$ cat config.mk
export PLATFORM = sky130hd
export DESIGN_NAME = resistive_touch_measure_sequencer_core
export DESIGN_NICKNAME = d
export VERILOG_FILES = /design/src/rtms_pkg.sv /design/src/rtms_seq.sv /design/src/resistive_touch_measure_sequencer_core.sv
export SDC_FILE = /design/constraint.sdc
export NUM_CORES = 1
export LEC_CHECK = 0
export BUFFER_PORTS_ARGS = -buffer_cell sky130_fd_sc_hd__buf_2
export CAP_MARGIN = 20
export CORE_MARGIN = 2
export CORE_UTILIZATION = 64
export CTS_BUF_LIST = sky130_fd_sc_hd__clkbuf_8
export CTS_CLUSTER_SIZE = 12
export DETAILED_ROUTE_END_ITERATION = 16
export PLACE_DENSITY = 0.88
export SYNTH_ARGS = -nofsm -noshare
export SYNTH_HDL_FRONTEND = slang
export SYNTH_SLANG_ARGS = --single-unit
$ cat constraint.sdc
create_clock -name clk -period 4.5 [get_ports clk]
set_input_delay 0.675 -clock clk [delete_from_list [all_inputs] [get_ports clk]]
set_output_delay 0.675 -clock clk [all_outputs]
set_load 0.02 [all_outputs]
$ cat src/rtms_pkg.sv
// Shared types and constants for the resistive touch measure sequencer.
`timescale 1ns / 1ps
package rtms_pkg;

	localparam int ADC_BITS_DEF    = 12;
	localparam int SETTLE_BITS_DEF = 16;
	localparam int CFG_W           = 16;
	localparam int VALUE_W         = 12;
	localparam logic [CFG_W-1:0] SETTLE_RESET = 16'hFFFF;

	typedef enum logic [1:0] {
		PM_OFF     = 2'd0,
		PM_UP      = 2'd1,
		PM_DOWN    = 2'd2,
		PM_UP200K  = 2'd3
	} pin_mode_t;

	typedef enum logic [4:0] {
		PH_PRE1   = 5'd0,
		PH_I_PRE1 = 5'd1,
		PH_DET1   = 5'd2,
		PH_I_DET1 = 5'd3,
		PH_XSET   = 5'd4,
		PH_XTRIG  = 5'd5,
		PH_XWAIT  = 5'd6,
		PH_I_X    = 5'd7,
		PH_YSET   = 5'd8,
		PH_YTRIG  = 5'd9,
		PH_YWAIT  = 5'd10,
		PH_I_Y    = 5'd11,
		PH_PRE2   = 5'd12,
		PH_I_PRE2 = 5'd13,
		PH_DET2   = 5'd14,
		PH_I_DET2 = 5'd15
	} phase_t;

	typedef struct packed {
		logic               touch_detected;
		logic               conversion_done;
		logic [VALUE_W-1:0] conversion_value;
	} rtms_in_t;

	typedef struct packed {
		pin_mode_t          xpul_mode;
		pin_mode_t          xnur_mode;
		pin_mode_t          ypll_mode;
		pin_mode_t          ynlr_mode;
		pin_mode_t          wiper_mode;
		logic               detect_enable;
		logic               adc_trigger;
		logic               adc_channel;
		logic               adc_clear;
		logic               coord_valid;
		logic [VALUE_W-1:0] x_coord;
		logic [VALUE_W-1:0] y_coord;
	} rtms_result_t;

endpackage

$ cat src/rtms_seq.sv
// Phase sequencer: settle counter, samples, pin drive and ADC control for one tick.
`timescale 1ns / 1ps
module rtms_seq #(
	parameter int ADC_BITS    = rtms_pkg::ADC_BITS_DEF,
	parameter int SETTLE_BITS = rtms_pkg::SETTLE_BITS_DEF
) (
	input  logic                          clk,
	input  logic                          arst_n,
	input  logic                          cfg_wr_en,
	input  logic [rtms_pkg::CFG_W-1:0]    cfg_wr_data,
	input  logic                          advance,
	input  rtms_pkg::rtms_in_t            item,
	output rtms_pkg::rtms_result_t        result
);
	import rtms_pkg::*;

	localparam int CW = ((SETTLE_BITS > CFG_W) ? SETTLE_BITS : CFG_W) + 1;
	localparam logic [CW-1:0] SETTLE_MAX = (CW'(1) << SETTLE_BITS) - CW'(1);
	localparam logic [VALUE_W-1:0] ADC_MASK =
		(ADC_BITS >= VALUE_W) ? {VALUE_W{1'b1}} : VALUE_W'((1 << ADC_BITS) - 1);

	logic [CFG_W-1:0]       settle_ticks_q;
	phase_t                 phase_q;
	phase_t                 phase_nxt;
	logic [SETTLE_BITS-1:0] cnt_q;
	logic [SETTLE_BITS-1:0] cnt_nxt;
	logic [VALUE_W-1:0]     x_q;
	logic [VALUE_W-1:0]     y_q;
	logic [VALUE_W-1:0]     value;
	logic [CW-1:0]          limit_raw;
	logic [CW-1:0]          limit;
	logic [CW-1:0]          cnt_inc;
	logic                   settle_hit;
	logic                   settle_phase;
	logic                   x_take;
	logic                   y_take;

	assign value = item.conversion_value & ADC_MASK;

	// zero counts as one tick; clamp to what the counter can reach
	always_comb begin
		limit_raw = CW'(settle_ticks_q);
		if (limit_raw == CW'(0)) begin
			limit_raw = CW'(1);
		end
		limit = (limit_raw > SETTLE_MAX) ? SETTLE_MAX : limit_raw;
	end

	assign cnt_inc    = CW'(cnt_q) + CW'(1);
	assign settle_hit = (cnt_inc >= limit);

	assign settle_phase = (phase_q == PH_PRE1) || (phase_q == PH_PRE2) ||
		(phase_q == PH_DET2) || (phase_q == PH_XSET) || (phase_q == PH_YSET);

	assign x_take = (phase_q == PH_XWAIT) && item.conversion_done;
	assign y_take = (phase_q == PH_YWAIT) && item.conversion_done;

	// next state
	always_comb begin
		phase_nxt = phase_q;
		unique case (phase_q)
			PH_PRE1:   if (settle_hit) phase_nxt = PH_I_PRE1;
			PH_I_PRE1: phase_nxt = PH_DET1;
			PH_DET1:   if (item.touch_detected) phase_nxt = PH_I_DET1;
			PH_I_DET1: phase_nxt = PH_XSET;
			PH_XSET:   if (settle_hit) phase_nxt = PH_XTRIG;
			PH_XTRIG:  phase_nxt = PH_XWAIT;
			PH_XWAIT:  if (item.conversion_done) phase_nxt = PH_I_X;
			PH_I_X:    phase_nxt = PH_YSET;
			PH_YSET:   if (settle_hit) phase_nxt = PH_YTRIG;
			PH_YTRIG:  phase_nxt = PH_YWAIT;
			PH_YWAIT:  if (item.conversion_done) phase_nxt = PH_I_Y;
			PH_I_Y:    phase_nxt = PH_PRE2;
			PH_PRE2:   if (settle_hit) phase_nxt = PH_I_PRE2;
			PH_I_PRE2: phase_nxt = PH_DET2;
			PH_DET2:   if (settle_hit) phase_nxt = PH_I_DET2;
			PH_I_DET2: phase_nxt = PH_PRE1;
			default:   phase_nxt = PH_PRE1;
		endcase
	end

	always_comb begin
		cnt_nxt = cnt_q;
		if (settle_phase) begin
			cnt_nxt = settle_hit ? '0 : cnt_q + SETTLE_BITS'(1);
		end else if (phase_q > PH_I_DET2) begin
			cnt_nxt = '0;
		end
	end

	// outputs
	always_comb begin
		result            = '0;
		result.xpul_mode  = PM_UP200K;
		result.xnur_mode  = PM_OFF;
		result.ypll_mode  = PM_OFF;
		result.ynlr_mode  = PM_OFF;
		result.wiper_mode = PM_OFF;
		result.x_coord    = x_take ? value : x_q;
		result.y_coord    = y_take ? value : y_q;
		unique case (phase_q)
			PH_PRE1, PH_PRE2: begin
				result.xnur_mode = PM_UP200K;
			end
			PH_DET1: begin
				result.ypll_mode     = PM_DOWN;
				result.ynlr_mode     = PM_DOWN;
				result.detect_enable = 1'b1;
			end
			PH_DET2: begin
				result.ypll_mode     = PM_DOWN;
				result.ynlr_mode     = PM_DOWN;
				result.detect_enable = 1'b1;
				result.coord_valid   = settle_hit && item.touch_detected;
			end
			PH_XSET, PH_XTRIG, PH_XWAIT: begin
				result.xpul_mode   = PM_UP;
				result.xnur_mode   = PM_DOWN;
				result.adc_trigger = (phase_q == PH_XTRIG);
				result.adc_channel = (phase_q == PH_XTRIG);
				result.adc_clear   = x_take;
			end
			PH_YSET, PH_YTRIG, PH_YWAIT: begin
				result.xpul_mode   = PM_OFF;
				result.ypll_mode   = PM_UP;
				result.ynlr_mode   = PM_DOWN;
				result.adc_trigger = (phase_q == PH_YTRIG);
				result.adc_clear   = y_take;
			end
			default: begin
			end
		endcase
	end

	always_ff @(posedge clk or negedge arst_n) begin
		if (!arst_n) begin
			settle_ticks_q <= SETTLE_RESET;
		end else if (cfg_wr_en) begin
			settle_ticks_q <= cfg_wr_data;
		end
	end

	always_ff @(posedge clk or negedge arst_n) begin
		if (!arst_n) begin
			phase_q <= PH_PRE1;
			cnt_q   <= '0;
			x_q     <= '0;
			y_q     <= '0;
		end else if (advance) begin
			phase_q <= phase_nxt;
			cnt_q   <= cnt_nxt;
			if (x_take) begin
				x_q <= value;
			end
			if (y_take) begin
				y_q <= value;
			end
		end
	end

endmodule

$ cat src/resistive_touch_measure_sequencer_core.sv
// Top level: request input register, phase sequencer and result register.
// A request accepted into the input register steps the phase sequencer once
// the result register is free, and its result is then held in the result register.
// Throughput: one request per cycle while the result side does not stall; the
// result register and the input register each hold one request, so a stall on the
// result side backs up through both before the input side stalls.
// Reset (arst_n low): first precharge phase, counter and samples cleared,
// settle length 0xFFFF, both registers empty.
`timescale 1ns / 1ps
module resistive_touch_measure_sequencer_core #(
	parameter int ADC_BITS    = rtms_pkg::ADC_BITS_DEF,
	parameter int SETTLE_BITS = rtms_pkg::SETTLE_BITS_DEF
) (
	input  logic                          clk,
	input  logic                          arst_n,
	input  logic                          cfg_wr_en,
	input  logic [rtms_pkg::CFG_W-1:0]    cfg_wr_data,
	input  logic                          in_valid,
	output logic                          in_stall,
	input  logic                          touch_detected,
	input  logic                          conversion_done,
	input  logic [rtms_pkg::VALUE_W-1:0]  conversion_value,
	output logic                          out_valid,
	input  logic                          out_stall,
	output logic [1:0]                    xpul_mode,
	output logic [1:0]                    xnur_mode,
	output logic [1:0]                    ypll_mode,
	output logic [1:0]                    ynlr_mode,
	output logic [1:0]                    wiper_mode,
	output logic                          detect_enable,
	output logic                          adc_trigger,
	output logic                          adc_channel,
	output logic                          adc_clear,
	output logic                          coord_valid,
	output logic [rtms_pkg::VALUE_W-1:0]  x_coord,
	output logic [rtms_pkg::VALUE_W-1:0]  y_coord
);
	import rtms_pkg::*;

	logic         req_valid_s1;
	rtms_in_t     req_s1;
	logic         res_valid_s2;
	rtms_result_t res_s2;
	rtms_result_t res_comb;
	logic         out_free;
	logic         advance;
	logic         accept;

	assign out_free = !res_valid_s2 || !out_stall;
	assign advance  = req_valid_s1 && out_free;
	assign in_stall = req_valid_s1 && !out_free;
	assign accept   = in_valid && !in_stall;

	always_ff @(posedge clk or negedge arst_n) begin
		if (!arst_n) begin
			req_valid_s1 <= 1'b0;
		end else if (accept) begin
			req_valid_s1 <= 1'b1;
		end else if (advance) begin
			req_valid_s1 <= 1'b0;
		end
	end

	always_ff @(posedge clk) begin
		if (accept) begin
			req_s1.touch_detected   <= touch_detected;
			req_s1.conversion_done  <= conversion_done;
			req_s1.conversion_value <= conversion_value;
		end
	end

	rtms_seq #(
		.ADC_BITS    (ADC_BITS),
		.SETTLE_BITS (SETTLE_BITS)
	) u_seq (
		.clk         (clk),
		.arst_n      (arst_n),
		.cfg_wr_en   (cfg_wr_en),
		.cfg_wr_data (cfg_wr_data),
		.advance     (advance),
		.item        (req_s1),
		.result      (res_comb)
	);

	// hold the result while stalled, drop it once taken
	always_ff @(posedge clk or negedge arst_n) begin
		if (!arst_n) begin
			res_valid_s2 <= 1'b0;
		end else if (advance) begin
			res_valid_s2 <= 1'b1;
		end else if (!out_stall) begin
			res_valid_s2 <= 1'b0;
		end
	end

	always_ff @(posedge clk) begin
		if (advance) begin
			res_s2 <= res_comb;
		end
	end

	assign out_valid     = res_valid_s2;
	assign xpul_mode     = res_s2.xpul_mode;
	assign xnur_mode     = res_s2.xnur_mode;
	assign ypll_mode     = res_s2.ypll_mode;
	assign ynlr_mode     = res_s2.ynlr_mode;
	assign wiper_mode    = res_s2.wiper_mode;
	assign detect_enable = res_s2.detect_enable;
	assign adc_trigger   = res_s2.adc_trigger;
	assign adc_channel   = res_s2.adc_channel;
	assign adc_clear     = res_s2.adc_clear;
	assign coord_valid   = res_s2.coord_valid;
	assign x_coord       = res_s2.x_coord;
	assign y_coord       = res_s2.y_coord;

endmodule

After elaboration in Yosys (flattened, before gate mapping)

Cells that the tools add are included.
W data, S select, Z words.

Flip-flop bits (word level): 114
Output and inout port bits: 41
Logic and storage cells: 100

Add/sub/neg operators: 2
Magnitude comparators: 3
Equality and inequality tests: 23
Muxes and demuxes: 26
Reduce and logical (&&, ||, !) cells: 25

Operators with widths:

| kind                    | number |
|---|---|
| $pmux W5 S15            | 1 |
| $mux W16                | 4 |
| $mux W5                 | 8 |
| $eq A5 B4 Y1 const B    | 7 |
| $mux W12                | 2 |
| $eq A5 B3 Y1 const B    | 4 |
| $add A16 B1 Y17 const B | 1 |
| $ge A17 B17 Y1          | 1 |
| $gt A17 B16 Y1 const B  | 1 |
| $mux W17                | 1 |
| $add A16 B1 Y16 const B | 1 |
| $logic_not A16 Y1       | 1 |
| $ne A2 B1 Y1 const B    | 6 |
| $eq A5 B2 Y1 const B    | 2 |
| $reduce_and A9 Y1       | 1 |
| $pmux W2 S2             | 2 |
| $pmux W4 S2             | 1 |
| $logic_and A1 B1 Y1     | 6 |
| $ne A2 B2 Y1 const B    | 3 |
| $reduce_or A3 Y1        | 2 |
| $eq A5 B1 Y1 const B    | 1 |
| $gt A5 B4 Y1 const B    | 1 |
| $logic_not A5 Y1        | 1 |
| $logic_or A1 B1 Y1      | 5 |
| other kinds (6)         | 16 |

Longest topological paths before layout

Word-level depth: 7
Depth in mapped cells: 14
Gate-level depth less buffers: 13

By module

A second synthesis with hierarchy kept.

Cells, all modules: 417
Area total of the unflattened synthesis: 5245.0 um^2

Modules (own cells, without submodules):

| module                                 | instances | cells each | area each (um^2) | seq. area each (um^2) |
|---|---|---|---|---|
| rtms_seq                               | 1         | 356        | 3560.9           | 1521.5 |
| resistive_touch_measure_sequencer_core | 1         | 61         | 1684.1           | 1641.6 |

Least setup slack after synthesis

No wires, ideal clock.

Path kind: flip-flop to flip-flop
Start point: reg u_seq.cnt_q[0]
End point: reg u_seq.cnt_q[8]
Library setup time: 0.121 ns
Arrival: 2.868 ns
Required time: 4.379 ns
Setup slack: 1.511 ns
Cell stages (with the launch flop): 15
Buffers on the path: 1
Period minus slack after synthesis: 2.989 ns
Cells stage by stage: dfrtp_1 -> ha_1 -> and3_4 -> nand3_4 -> nor2_1 -> and3_1 -> xor2_1 -> ha_1 -> nand4_1 -> a2111oi_0 -> o21bai_1 -> and3_4 -> buf_6 -> a21o_1 -> a22o_1

Word-level cells in the longest chain between the ends: 4
Elaborated cells between the ends (all ways): 5

RTL lines:

| what                   | line            | source |
|---|---|---|
| start, declared        | rtms_seq.sv:25  | `logic [SETTLE_BITS-1:0] cnt_q;` |
| start signal, assigned | rtms_seq.sv:151 | `cnt_q <= cnt_nxt;` |
| $add A16 B1 Y17        | rtms_seq.sv:49  | `assign cnt_inc = CW'(cnt_q) + CW'(1);` |
| $ge A17 B17 Y1         | rtms_seq.sv:50  | `assign settle_hit = (cnt_inc >= limit);` |
| $mux W16 *             | rtms_seq.sv:85  | `cnt_nxt = settle_hit ? '0 : cnt_q + SETTLE_BITS'(1);` |
| $mux W16 *             | rtms_seq.sv:84  | `if (settle_phase) begin` |

Every way passes the cells marked *; elsewhere a longest branch is shown, timed or not.
A chain may end at the register's enable or synchronous reset.

Worst setup path in the final report

Ends and elaborated chain as after synthesis.

==> flow_summary.json <==
{
  "drt-total-wl_um": 9694,
  "end_kind": "flop",
  "busiest_layer": "met2",
  "slew_headroom": 0.3039,
  "drtAntennaViolNets": 0,
  "hp-class": "input pin to asynchronous set/reset pin",
  "hold_viol": 0,
  "grt_util_all_layers": 0.2348,
  "ys_ff_latch": 112,
  "clock-sinks": 112,
  "rsz0062_at_grt": "false",
  "cts_root_buf": "clkbuf_8",
  "fin_ws_ns": 0.9016,
  "rrSetupSlack_ns": 0.90,
  "drive_gt1_frac": 0.3414,
  "p_leak_nw": 2.577,
  "netlist_area_um2": 5135,
  "finClkSkew_ns": 0.006322,
  "gr-usage-met2": 0.3795,
  "io-pin-count": 76,
  "start_kind": "flop",
  "viasPerCell": 5.657,
  "synth-xor-area-share": 0.02558,
  "clkLatencyLatePin_ns": 0.37,
  "drv_cap": 0,
  "cts_inserted_buffers": 9,
  "status": "finished clean",
  "period_minus_slack_ns": 3.598,
  "routedWlPerCell_um": 16.21,
  "cts.repair.resized": 0,
  "ys_seq_area_frac": 0.5984,
  "timing.hold.ws_ns": 0.3269,
  "worst_ep_arrival_time_ns": 3.91,
  "grt_overflow": 0,
  "drcViolationCount": 0,
  "stdcell_count": 598,
  "antenna_found_initial": 0,
  "clock.fmax_ghz": 0.2779,
  "nFillCells": 512,
  "path_clk_slew_ns": 0.10,
  "syn2layout_area_growth_pct": 12.89,
  "initial_core_util": 0.6611,
  "cp_max_fo": 9,
  "slew_viol_final": 0,
  "clockBufferDepth": 2,
  "synth_fa_ha_area_frac": 0.04142,
  "ys.warnings.count": 0,
  "die_h_um": 93.57,
  "grt_pass1_vias": 3314,
  "postSynthAreaPerCell_um2": 12.34,
  "met3_usage": 0.03707,
  "htreeDepth": 3,
  "place.port_buffers": 72,
  "chipWidth_um": 93.57,
  "path_class": "flop to flop",
  "power_density_nw_per_um2": 489.7,
  "post-cts-setup-buffers": 0,
  "gp_congestion": 0.8665,
  "post-place-cells": 578,
  "synth_compound_area_frac": 0.08065,
  "grt.met1_usage": 0.3200,
  "num_vias": 3383,
  "drt_iter0_markers": 230,
  "finalSetupTns_ns": 0,
  "required_ns": 4.81,
  "grt_max_degree": 38,
  "nNetsFinal": 542,
  "final_util": 0.7463,
  "ctsHoldBuffers": 0,
  "grt_first_pass_wirelength_um": 15730,
  "setup_violations": 0,
  "timing.final.crit_share": 0.7996,
  "drtPass1Iterations": 4,
  "fp.coreArea_um2": 7767,
  "ys_types": 45,
  "rows": 32,
  "dp_worst_setup_slack_ns": 0.9932,
  "power.total_mw": 2.839,
  "die_area_um2": 8755,
  "yosys.area_share.simple": 0.1079,
  "synth_cells": 416,
  "synth_top_family_by_area": "multiplexers",
  "synthMuxAreaShare": 0.1116,
  "placed_area_um2": 5574,
  "dpl.hpwl_um": 6776,
  "tightest_slew_ns": 1.039,
  "max-vdd-ir-drop_uv": 233.2,
  "cts_tree": "yes",
  "final_area_um2": 5797
}
[synth_stat cells, drive strengths merged]
cell type	n	area, um^2
dfstp	16	420.4
a22o	8	70.07
nor2	22	82.58
nand2	44	165.2
nand2b	6	37.54
and2b	1	8.760
a22oi	2	15.01
o2bb2ai	1	8.760
nand3b	1	7.510
o22ai	4	25.02
o21bai	1	7.510
mux2	50	563.0
o41a	1	11.26
o31ai	1	7.510
a211oi	1	7.510
a2111oi	1	8.760
ha	17	212.7
nor4	5	37.53
and2	3	18.77
xnor2	9	78.83
dfrtp	46	1151
nor2b	1	6.260
a21oi	12	60.06
conb	1	3.750
o21ai	27	135.1
nand3	14	82.58
and3	4	36.29
inv	23	86.33
a31o	2	17.52
nand4	5	31.28
a21o	4	30.03
mux2i	1	10.01
xor2	6	52.55
edfxtp	50	1501
a41o	1	10.01
nor3	8	40.04
clkbuf	9	33.78
buf	8	52.54
[sequential cells by signal (all words and copies together) (netlist names), 4 cells and up]
| register | flops |
|---|---|
| u_seq.y_q | 12 |
| x_coord | 12 |
| u_seq.cnt_q | 16 |
| y_coord | 12 |
| u_seq.settle_ticks_q | 16 |
| u_seq.x_q | 12 |
| u_seq.phase_q | 4 |
| req_s1 | 14 |
[power breakdown]
| part | internal (mW) | switching [mW] | total (mW) |
|---|---|---|---|
| logic | 0.344 | 0.448 | 0.791 |
| registers | 1.32 | 0.160 | 1.48 |
| clock network | 0.213 | 0.349 | 0.563 |
[layout make-up]
type / instances / area [um^2] / share of cell area
Tap cell: 102 / 127.6 / 0.02202
Antenna cell: 1 / 2.502 / 0.0004317
Sequential cell: 112 / 3073 / 0.5301
Timing Repair Buffer: 78 / 410.4 / 0.07080
Inverter: 23 / 86.33 / 0.01489
Multi-Input combinational cell: 266 / 1907 / 0.3289
Clock inverter: 7 / 66.31 / 0.01144
Clock buffer: 9 / 123.9 / 0.02137
[logic make-up after synthesis]
group	after synthesis
flops	112
fa+ha+maj	17
mux	51
other cells	1
compound gates	66
xor+xnor	15
simple gates	114
buf+inv	40
[cells in the final DEF (no fill, tap or decap), drive strengths merged, types with 2 or more instances in the layout]
cell type,Yosys,routed
a21o,4,4
a21oi,12,12
a22o,8,8
a22oi,2,2
a31o,2,2
and2,3,3
and3,4,4
buf,8,78
clkbuf,9,9
clkinv,0,4
conb,1,3
dfrtp,46,46
dfstp,16,16
edfxtp,50,50
ha,17,17
inv,23,26
mux2,50,50
nand2,44,44
nand2b,6,6
nand3,14,14
nand4,5,5
nor2,22,22
nor3,8,8
nor4,5,5
o21ai,27,27
o22ai,4,4
xnor2,9,9
xor2,6,6
[per-layer routing]
layer	share of wire	vias to the layer above
met2	0.49	118
met5	0	-
met3	0.060	20
met4	0.022	0
met1	0.43	1609
li1	-	1636
[worst max-delay path, cell delays in order (launching register included)]
cell and delay [ns]:
dfrtp_1 0.43, ha_1 0.26, and3_4 0.23, nand3_4 0.11, nor4_1 0.34, xor2_1 0.27
ha_1 0.29, a21o_1 0.18, a21oi_1 0.17, o41a_1 0.20, nand3_1 0.27, nor2_1 0.53
a22o_1 0.25
[worst paths after layout]
path,from,endpoint,cells past startpoint
min in group clk,conversion_value[3],req_s1[3],1
max,u_seq.cnt_q[0],u_seq.cnt_q[8],12
max reg2reg,u_seq.cnt_q[0],u_seq.cnt_q[8],12
max in group asynchronous,arst_n,u_seq.settle_ticks_q[2],2
min reg2reg,u_seq.x_q[9],u_seq.x_q[9],1
min,arst_n,u_seq.cnt_q[12],1
Power figures use the tool's default switching activity.
